[config.mk]
export PLATFORM = sky130hd
export DESIGN_NAME = length_prefixed_spi_lcd_deframer_top
export DESIGN_NICKNAME = d
export VERILOG_FILES = /design/src/hdl/lpsd_pkg.sv /design/src/hdl/length_prefixed_spi_lcd_deframer_top.sv /design/src/hdl/lpsd_front.sv /design/src/hdl/lpsd_queue.sv /design/src/hdl/lpsd_back.sv
export SDC_FILE = /design/constraint.sdc
export NUM_CORES = 1
export LEC_CHECK = 0
export BUFFER_PORTS_ARGS = -buffer_cell sky130_fd_sc_hd__buf_2
export CAP_MARGIN = 20
export CORE_UTILIZATION = 35
export CTS_CLUSTER_SIZE = 12
export DETAILED_ROUTE_END_ITERATION = 8
export PLACE_DENSITY = 0.63
export SYNTH_ARGS = -nofsm -noshare
export SYNTH_HDL_FRONTEND = slang
export SYNTH_HIERARCHICAL = 1
export SYNTH_SLANG_ARGS = --single-unit
[constraint.sdc]
create_clock -name clock -period 7.2 [get_ports clock]
set_input_delay 1.08 -clock clock [delete_from_list [all_inputs] [get_ports clock]]
set_output_delay 1.08 -clock clock [all_outputs]
set_load 0.01 [all_outputs]
[src/hdl/lpsd_pkg.sv]
// Package for the length-prefixed SPI LCD deframer.
// Holds the request, response and queue entry types and shared constants.
// No dependencies.
package lpsd_pkg;

   localparam int QUEUE_DEPTH = 4;

   localparam logic [7:0] ECHO_HEADER  = 8'h00;
   localparam logic [7:0] ECHO_PAYLOAD = 8'hCC;
   localparam logic [2:0] BIT_LAST     = 3'd7;
   localparam logic [6:0] LEN_ZERO     = 7'd0;

   typedef struct packed {
      logic [7:0] rx_byte;
      logic       packet_start;
      logic       toggle_ok;
   } req_type;

   typedef struct packed {
      logic       spi_active;
      logic       mosi_bit;
      logic       dc_level;
      logic [2:0] bit_index;
      logic [7:0] echo_byte;
      logic       last;
   } rsp_type;

   // one classified byte handed from front to back
   typedef struct packed {
      logic       is_payload;
      logic       dc;
      logic [7:0] data;
   } job_type;

endpackage

[src/hdl/length_prefixed_spi_lcd_deframer_top.sv]
// Top level of the length-prefixed SPI LCD deframer.
// Depends on lpsd_pkg, lpsd_front, lpsd_queue and lpsd_back.
//
// Received packet bytes come in on the req_ channel and are classified at once
// as header or payload by the front end, which keeps the remaining byte count
// and the data/command type; a byte with a bad toggle is taken and dropped.
// A queue of QUEUE_DEPTH entries feeds the back end, which issues one response
// per cycle while rsp_ready allows: a header gives one item, a payload byte eight
// serial bits, MSB first, from the back end's single bit-per-cycle serialiser;
// requests keep being taken while the queue has room. A request passes through
// a queue entry, the back end's job registers and its output register on the
// way to the response.
module length_prefixed_spi_lcd_deframer_top #(
   parameter int QUEUE_DEPTH = lpsd_pkg::QUEUE_DEPTH
) (
   input  logic              clock,
   input  logic              reset,
   input  logic              req_valid,
   output logic              req_ready,
   input  lpsd_pkg::req_type req_payload,
   output logic              rsp_valid,
   input  logic              rsp_ready,
   output lpsd_pkg::rsp_type rsp_payload
);

   logic              q_full, q_empty, q_push, q_pop;
   lpsd_pkg::job_type push_job, pop_job;

   lpsd_front u_front (
      .clock       (clock),
      .reset       (reset),
      .req_valid   (req_valid),
      .req_ready   (req_ready),
      .req_payload (req_payload),
      .q_full      (q_full),
      .q_push      (q_push),
      .q_job       (push_job)
   );

   lpsd_queue #(
      .DEPTH (QUEUE_DEPTH)
   ) u_queue (
      .clock    (clock),
      .reset    (reset),
      .push     (q_push),
      .push_job (push_job),
      .full     (q_full),
      .pop      (q_pop),
      .empty    (q_empty),
      .pop_job  (pop_job)
   );

   lpsd_back u_back (
      .clock       (clock),
      .reset       (reset),
      .q_empty     (q_empty),
      .q_job       (pop_job),
      .q_pop       (q_pop),
      .rsp_valid   (rsp_valid),
      .rsp_ready   (rsp_ready),
      .rsp_payload (rsp_payload)
   );

endmodule

[src/hdl/lpsd_front.sv]
// Front end: accepts request bytes, tracks framing state, classifies each byte.
// Depends on lpsd_pkg.
module lpsd_front (
   input  logic              clock,
   input  logic              reset,
   input  logic              req_valid,
   output logic              req_ready,
   input  lpsd_pkg::req_type req_payload,
   input  logic              q_full,
   output logic              q_push,
   output lpsd_pkg::job_type q_job
);

   logic [6:0] remaining_ff, remaining_in;
   logic       is_data_ff, is_data_in;
   logic [6:0] cnt_cur;
   logic       dc_cur;

   assign req_ready = !q_full;
   assign q_push    = req_valid && req_ready && req_payload.toggle_ok;

   always_comb begin
      cnt_cur = req_payload.packet_start ? lpsd_pkg::LEN_ZERO : remaining_ff;
      dc_cur  = req_payload.packet_start ? 1'b0 : is_data_ff;
      q_job.data = req_payload.rx_byte;
      if (cnt_cur == lpsd_pkg::LEN_ZERO) begin
         // header: length in low bits, type in bit 7
         remaining_in     = req_payload.rx_byte[6:0];
         is_data_in       = req_payload.rx_byte[7];
         q_job.is_payload = 1'b0;
         q_job.dc         = req_payload.rx_byte[7];
      end else begin
         remaining_in     = cnt_cur - 7'd1;
         is_data_in       = dc_cur;
         q_job.is_payload = 1'b1;
         q_job.dc         = dc_cur;
      end
   end

   always_ff @(posedge clock) begin
      if (reset) begin
         remaining_ff <= lpsd_pkg::LEN_ZERO;
         is_data_ff   <= 1'b0;
      end else if (q_push) begin
         remaining_ff <= remaining_in;
         is_data_ff   <= is_data_in;
      end
   end

endmodule

[src/hdl/lpsd_queue.sv]
// Short FIFO of classified bytes between front and back ends.
// Depends on lpsd_pkg.
module lpsd_queue #(
   parameter int DEPTH = lpsd_pkg::QUEUE_DEPTH
) (
   input  logic              clock,
   input  logic              reset,
   input  logic              push,
   input  lpsd_pkg::job_type push_job,
   output logic              full,
   input  logic              pop,
   output logic              empty,
   output lpsd_pkg::job_type pop_job
);

   localparam int PW = (DEPTH > 1) ? $clog2(DEPTH) : 1;
   localparam int CW = $clog2(DEPTH + 1);
   localparam logic [PW-1:0] PTR_LAST = PW'(DEPTH - 1);
   localparam logic [CW-1:0] CNT_FULL = CW'(DEPTH);

   lpsd_pkg::job_type mem [DEPTH];
   logic [PW-1:0] wr_ptr_ff, wr_ptr_in, rd_ptr_ff, rd_ptr_in;
   logic [CW-1:0] count_ff, count_in;

   assign full    = (count_ff == CNT_FULL);
   assign empty   = (count_ff == '0);
   assign pop_job = mem[rd_ptr_ff];

   always_comb begin
      wr_ptr_in = wr_ptr_ff;
      rd_ptr_in = rd_ptr_ff;
      count_in  = count_ff;
      if (push) wr_ptr_in = (wr_ptr_ff == PTR_LAST) ? '0 : wr_ptr_ff + PW'(1);
      if (pop)  rd_ptr_in = (rd_ptr_ff == PTR_LAST) ? '0 : rd_ptr_ff + PW'(1);
      if (push && !pop) count_in = count_ff + CW'(1);
      else if (pop && !push) count_in = count_ff - CW'(1);
   end

   always_ff @(posedge clock) begin
      if (push) mem[wr_ptr_ff] <= push_job;
   end

   always_ff @(posedge clock) begin
      if (reset) begin
         wr_ptr_ff <= '0;
         rd_ptr_ff <= '0;
         count_ff  <= '0;
      end else begin
         wr_ptr_ff <= wr_ptr_in;
         rd_ptr_ff <= rd_ptr_in;
         count_ff  <= count_in;
      end
   end

`ifndef SYNTHESIS
   a_no_push_full: assert property (@(posedge clock) disable iff (reset) push |-> !full)
      else $error("queue written while full");
   a_no_pop_empty: assert property (@(posedge clock) disable iff (reset) pop |-> !empty)
      else $error("queue read while empty");
   a_count_bound: assert property (@(posedge clock) disable iff (reset) count_ff <= CNT_FULL)
      else $error("queue count beyond depth");
`endif

endmodule

[src/hdl/lpsd_back.sv]
// Back end: turns queued bytes into response items, one per cycle unless rsp_ready stalls.
// Headers give one item, payload bytes eight serial bits. Depends on lpsd_pkg.
module lpsd_back (
   input  logic              clock,
   input  logic              reset,
   input  logic              q_empty,
   input  lpsd_pkg::job_type q_job,
   output logic              q_pop,
   output logic              rsp_valid,
   input  logic              rsp_ready,
   output lpsd_pkg::rsp_type rsp_payload
);

   logic              busy_ff, busy_in;
   logic              payload_ff, payload_in;
   logic              dc_ff, dc_in;
   logic [7:0]        shift_ff, shift_in;
   logic [2:0]        idx_ff, idx_in;
   logic              out_valid_ff, out_valid_in;
   lpsd_pkg::rsp_type out_ff, out_in;
   logic              advance, item_last;

   assign advance   = busy_ff && (!out_valid_ff || rsp_ready);
   assign item_last = !payload_ff || (idx_ff == lpsd_pkg::BIT_LAST);
   assign q_pop     = !q_empty && (!busy_ff || (advance && item_last));

   assign rsp_valid   = out_valid_ff;
   assign rsp_payload = out_ff;

   always_comb begin
      busy_in      = busy_ff;
      payload_in   = payload_ff;
      dc_in        = dc_ff;
      shift_in     = shift_ff;
      idx_in       = idx_ff;
      out_valid_in = out_valid_ff && !rsp_ready;
      out_in       = out_ff;

      if (advance) begin
         out_valid_in         = 1'b1;
         out_in.spi_active    = payload_ff;
         out_in.mosi_bit      = payload_ff & shift_ff[7];
         out_in.dc_level      = dc_ff;
         out_in.bit_index     = idx_ff;
         out_in.echo_byte     = payload_ff ? lpsd_pkg::ECHO_PAYLOAD : lpsd_pkg::ECHO_HEADER;
         out_in.last          = item_last;
         shift_in             = {shift_ff[6:0], 1'b0};
         idx_in               = idx_ff + 3'd1;
         if (item_last) busy_in = 1'b0;
      end

      if (q_pop) begin
         busy_in    = 1'b1;
         payload_in = q_job.is_payload;
         dc_in      = q_job.dc;
         shift_in   = q_job.data;
         idx_in     = '0;
      end
   end

   always_ff @(posedge clock) begin
      if (reset) begin
         busy_ff      <= 1'b0;
         out_valid_ff <= 1'b0;
         idx_ff       <= '0;
      end else begin
         busy_ff      <= busy_in;
         out_valid_ff <= out_valid_in;
         idx_ff       <= idx_in;
      end
      payload_ff <= payload_in;
      dc_ff      <= dc_in;
      shift_ff   <= shift_in;
      out_ff     <= out_in;
   end

`ifndef SYNTHESIS
   a_header_single: assert property (@(posedge clock) disable iff (reset)
      (busy_ff && !payload_ff) |-> (idx_ff == 3'd0))
      else $error("header job past its only item");
   a_header_item: assert property (@(posedge clock) disable iff (reset)
      (out_valid_ff && !out_ff.spi_active) |-> (out_ff.last && out_ff.bit_index == 3'd0))
      else $error("header response malformed");
   a_last_on_bit7: assert property (@(posedge clock) disable iff (reset)
      (out_valid_ff && out_ff.spi_active) |-> (out_ff.last == (out_ff.bit_index == 3'd7)))
      else $error("payload last flag misplaced");
`endif

endmodule

* Word level (Yosys, flattened, before mapping)
Memories as Yosys holds them, arrays and structs flattened. A register that Yosys moved wholly into a read port is not among the register bits. Index checks and enable logic that the tools add are counted.
Cells by class: mux-type cells 20, $add $sub $neg 6, reductions and logical operators 26, eq/ne operators 4, bitwise logic cells 1
Operator list (count):
- $mux W8 | 3
- $mux W7 | 2
- $mux W2 | 5
- $logic_and A1 B1 Y1 | 8
- $logic_not A1 Y1 | 8
- $mux W1 | 8
- $logic_not A7 Y1 | 1
- $sub A7 B1 Y7 const B | 1
- $add A3 B1 Y3 const B | 2
- $eq A3 B3 Y1 const B | 2
- $mux W3 | 2
- $reduce_bool A2 Y1 | 3
- $add A2 B1 Y2 const B | 2
- $eq A2 B2 Y1 const B | 2
- $logic_not A3 Y1 | 1
- $logic_or A1 B1 Y1 | 3
- $sub A3 B1 Y3 const B | 1
- $reduce_and A2 Y1 | 1
- $reduce_or A2 Y1 | 1
- $and A1 B1 Y1 | 1
Storage, ports and cells: word-level logic and storage cells 75, bits in writable memories 40, output and inout bits 17, flip-flop bits (word level) 45, memories kept 1
Memory list:
- u_queue.mem | depth 4, bits a word 10, rd ports 1, clocked after memory_dff 1, wr ports 1, line lpsd_queue.sv:21 | lpsd_pkg::job_type mem [DEPTH];

* Depth between registers and ports, before layout
depth after elaboration 9, depth in mapped cells 13, mapped depth without buffers 12

* Modules after synthesis
The synthesis kept the hierarchy.
By module, submodules not included:
- lpsd_queue | cells an instance 96, sequential area each 1381.3 µm², area each 1883.1 µm², times used 1
- lpsd_back | cells an instance 85, sequential area each 610.6 µm², area each 1084.8 µm², times used 1
- lpsd_front | cells an instance 83, sequential area each 160.2 µm², area each 679.4 µm², times used 1

* Least setup slack after synthesis
OpenSTA, ideal clock, no wires.
path type input -> register, start input port rsp_ready, end register u_queue.count_ff[2], stages on the path 12, buffers on the path 2, setup slack 4243 ps, data required time 7130 ps, data arrival time 2887 ps, path through nor2b_4 > buf_6 > o21a_1 > buf_6 > nor2_1 > inv_1 > ha_1 > inv_1 > fa_1 > xor2_1 > or3_1 > a21oi_1
Between the ends: cells in the longest elaborated chain, start to end 8
Ends and longest elaborated chain:
- from (decl) | line length_prefixed_spi_lcd_deframer_top.sv:22 | input logic rsp_ready,
- $logic_or A1 B1 Y1 * | line lpsd_back.sv:23 | assign advance = busy_ff && (!out_valid_ff || rsp_ready);
- $logic_and A1 B1 Y1 * | line lpsd_back.sv:23
- $logic_and A1 B1 Y1 * | line lpsd_back.sv:25 | assign q_pop = !q_empty && (!busy_ff || (advance && item_last));
- $logic_or A1 B1 Y1 * | line lpsd_back.sv:25
- $logic_and A1 B1 Y1 * | line lpsd_back.sv:25
- net q_pop | line length_prefixed_spi_lcd_deframer_top.sv:26 | logic q_full, q_empty, q_push, q_pop;
- $logic_not A1 Y1 | line lpsd_queue.sv:35 | if (push && !pop) count_in = count_ff + CW'(1);
- $logic_and A1 B1 Y1 | line lpsd_queue.sv:35
- $mux W3 / $reduce_bool A2 Y1 (equally long branches)
- to (signal assigned) | line lpsd_queue.sv:51 | count_ff <= count_in;
- to (decl) | line lpsd_queue.sv:23 | logic [CW-1:0] count_ff, count_in;
Mark *: on every way through the listed nets, which the timed path passes. The rest lies on a longest branch. A chain may end at the register's enable or synchronous reset.

* Worst setup path in the final report
Same ends and word-level chain as after synthesis.

==> flow_summary.json <==
{
  "status": "complete, no violations",
  "post-route-min-period_ns": 3.17,
  "cts_tree": "yes",
  "endpoint_kind": "register",
  "ir_worst_vdd_v": 0.000158,
  "regToRegEndpoint": "u_queue/count_ff[2]",
  "p_leak_uw": 0.00144,
  "core_area_um2": 9950,
  "cp_cell_sequence": "buf_2 > nor2b_4 > o21a_1 > nor2_1 > inv_1 > ha_1 > inv_1 > fa_1 > xor2_1 > or3_1 > a21oi_1",
  "via_count": 2007,
  "antenna_found_initial": 0,
  "grt_pass1_wl_um": 9940,
  "yosysWarnings": 6,
  "synth_cell_types": 60,
  "maxSlewHeadroom_pct": 48.0,
  "rrSetupSlack_ns": 4.11,
  "cts_buffer_depth": 2,
  "max_freq_ghz": 0.315,
  "avgRoutedWirePerCell_um": 14.4,
  "crit_path_start_kind": "primary input",
  "fillers": 927,
  "synth-edff-count": 57,
  "worstMarginPinSlew_ns": 0.778,
  "rsz0062_at_grt": "no",
  "p_sw_uw": 477,
  "netlist_area_um2": 3650,
  "period_share_pct": 44.0,
  "fp.dieH_um": 104,
  "internal-power_uw": 1070,
  "synth-main-ff-cell": "edfxtp_1",
  "crit_path_top_delay_cell": "o21a_1",
  "p_seq_share_pct": 44.1,
  "fin_worst_skew_ns": 0.00678,
  "clockPowerShare_pct": 25.6,
  "holdBufCountCts": 0,
  "synth.avg_cell_area_um2": 13.8,
  "combPwrFrac_pct": 30.3,
  "cpMostUsedCell": "inv_1",
  "fin_total_pwr_uw": 1540,
  "path_class": "in2reg",
  "slew_viol_final": 0,
  "first_global_vias": 1993,
  "portBuffers": 26,
  "synthToLayoutAreaGrowth_pct": 10.3,
  "yosysSeqAreaShare_pct": 59.0,
  "sw_frac_of_total_pct": 30.9,
  "powerDensity_nw_per_um2": 383,
  "cpPeakStageDelay_ns": 0.48,
  "drive_gt1_share_pct": 26.1,
  "r2r_cells": 12,
  "worst-path-buf-inv": 3,
  "drc_errors": 0,
  "critPathRequiredTime_ns": 7.48,
  "cts-root-buf": "clkbuf_8",
  "max_cap_violations": 0,
  "place_congestion": 0.735,
  "gr-total-overflow": 0,
  "worstPathMaxFanout": 10,
  "min_path_type": "reg2reg",
  "worstSetupEndpoint": "u_queue/count_ff[2]",
  "ctsResizeCount": 0,
  "dp_hpwl_um": 4120,
  "wirelength_um": 6030,
  "setup_tns_ns": 0,
  "dieArea_um2": 10800,
  "vias_per_cell": 4.81,
  "worst-path-stages": 11,
  "grtUsageTotal_pct": 12.0,
  "final_hold_viol_count": 0,
  "pre_cts_ws_ns": 3.67,
  "clock-sinks": 79,
  "crit_family": "simple AND/OR/NAND/NOR gates",
  "diodes": 0,
  "placementRows": 36,
  "floorplan.initialDensity_pct": 36.6,
  "synthArstFlopShare_pct": 0,
  "num-nets-final": 304,
  "setup_viol": 0,
  "grt_max_degree": 22,
  "setup_ws_ns": 4.03,
  "fin_area_um2": 4020,
  "dpl_cell_area_um2": 3780,
  "die_w_um": 104,
  "r2r-start": "u_back/idx_ff[0]",
  "ios": 31,
  "ant_nets": 0,
  "dr.first_iter.drc_count": 82,
  "clk_pin_slew_ns": 0.08,
  "fin_util_pct": 40.4,
  "clkLatencyLatePin_ns": 0.34,
  "ys_ff_latch": 79,
  "post-cts-setup-buffers": 0,
  "htreeDepth": 3,
  "startpoint": "rsp_ready",
  "cts_buffers": 9,
  "cp.arrival_ns": 3.45,
  "synthCells": 264,
  "first_pass_iters": 4
}
cell type report:
class | count | area, µm² | share of cell area [%]
Sequential cell | 79 | 2150 | 53.5
Timing Repair Buffer | 27 | 138 | 3.42
Clock buffer | 11 | 141 | 3.51
Clock inverter | 5 | 103 | 2.55
Inverter | 18 | 67.6 | 1.68
Tap cell | 133 | 166 | 4.14
Multi-Input combinational cell | 144 | 1250 | 31.2
cell usage after synthesis, drive strengths merged, types with 4 or more instances:
| cell type | n | share of area [%] |
|---|---|---|
| dfxtp | 22 | 12 |
| nor3 | 6 | 1.1 |
| nor2b | 4 | 0.96 |
| nor3b | 4 | 0.96 |
| mux2i | 4 | 1.1 |
| nor2 | 17 | 1.7 |
| and2 | 5 | 0.86 |
| nand2 | 6 | 0.62 |
| o21ai | 15 | 2.1 |
| buf | 23 | 4.8 |
| a21oi | 9 | 1.3 |
| edfxtp | 57 | 47 |
| nand3 | 5 | 0.69 |
| inv | 17 | 1.7 |
| o32ai | 8 | 3.4 |
| ha | 10 | 3.4 |
| mux4 | 10 | 6.2 |
worst min path at each step:
stage | startpoint | end | slack [ns] | cells after the start
final | u_back/dc_ff | u_back/rsp_payload[12] | 0.46 | 0
after global placement | u_back/dc_ff | u_back/rsp_payload[12] | 0.44 | 0
after CTS | u_back/dc_ff | u_back/rsp_payload[12] | 0.45 | 0
after global routing | u_back/dc_ff | u_back/rsp_payload[12] | 0.45 | 0
after detailed placement | u_back/dc_ff | u_back/rsp_payload[12] | 0.44 | 0
after floorplan | u_back/dc_ff | u_back/rsp_payload[12] | 0.40 | 0
flip-flops by register name, indices dropped and copies added (netlist names), named ones only:
name and flops:
u_back/rsp_valid 1, u_front/remaining_ff 7, u_back/payload_ff 1, u_back/shift_ff 8, u_back/busy_ff 1, u_back/idx_ff 3
u_front/is_data_ff 1, u_back/dc_ff 1, u_queue/mem 40, u_queue/wr_ptr_ff 2, u_back/rsp_payload 7, u_queue/count_ff 3
u_queue/rd_ptr_ff 2
placed cells by master, fill, tap and decap left out, drive strengths merged, types with 2 or more instances in the layout:
| cell | synthesis | routed |
|---|---|---|
| o32ai | 8 | 8 |
| nor2 | 17 | 17 |
| nor2b | 4 | 4 |
| a311oi | 2 | 2 |
| o31ai | 2 | 2 |
| buf | 23 | 27 |
| nand2b | 3 | 3 |
| nand3 | 5 | 5 |
| bufinv | 0 | 3 |
| nor3b | 4 | 4 |
| nor4 | 2 | 2 |
| or3 | 2 | 2 |
| inv | 17 | 19 |
| xor2 | 2 | 2 |
| a21oi | 9 | 9 |
| mux4 | 10 | 10 |
| ha | 10 | 10 |
| and2 | 5 | 5 |
| dfxtp | 22 | 22 |
| mux2i | 4 | 4 |
| nor3 | 6 | 6 |
| conb | 1 | 4 |
| or2b | 2 | 2 |
| edfxtp | 57 | 57 |
| clkbuf | 3 | 11 |
| o21ai | 15 | 15 |
| a22o | 3 | 3 |
| nand2 | 6 | 6 |
| nand3b | 3 | 3 |
stage by stage:
stage               hold slack (ns)  cells
global placement              0.436    401
finish                        0.460    417
CTS                           0.455    417
floorplan                     0.400    267
detailed placement            0.438    401
global route                  0.454    417
kinds of logic after synthesis:
group                    after synthesis  share of synthesized area, %
buffers and inverters                 44                          7.03
XOR/XNOR                               3                         0.721
other                                  1                         0.103
adder cells (fa/ha/maj)               11                          3.98
AO/OA/AOI/OAI                         48                          10.8
flip-flops                            79                          59.0
multiplexers                          15                          7.58
AND/OR/NAND/NOR                       63                          10.7
metal layers:
metal / track usage (%) / wire length (µm)
met5: 0 / 0
met4: 5.20 / 74
met3: 3.38 / 169
met2: 19.9 / 2990
met1: 14.6 / 2790
power by group through the flow:
stage / clock network, µW / logic, µW / registers (µW)
after global routing: 424 / 513 / 695
after detailed placement: 0 / 466 / 693
after floorplan: 0 / 413 / 660
after global placement: 0 / 461 / 690
final: 394 / 467 / 680
after CTS: 411 / 472 / 683
No activity file was read; power rests on OpenSTA's default activity.
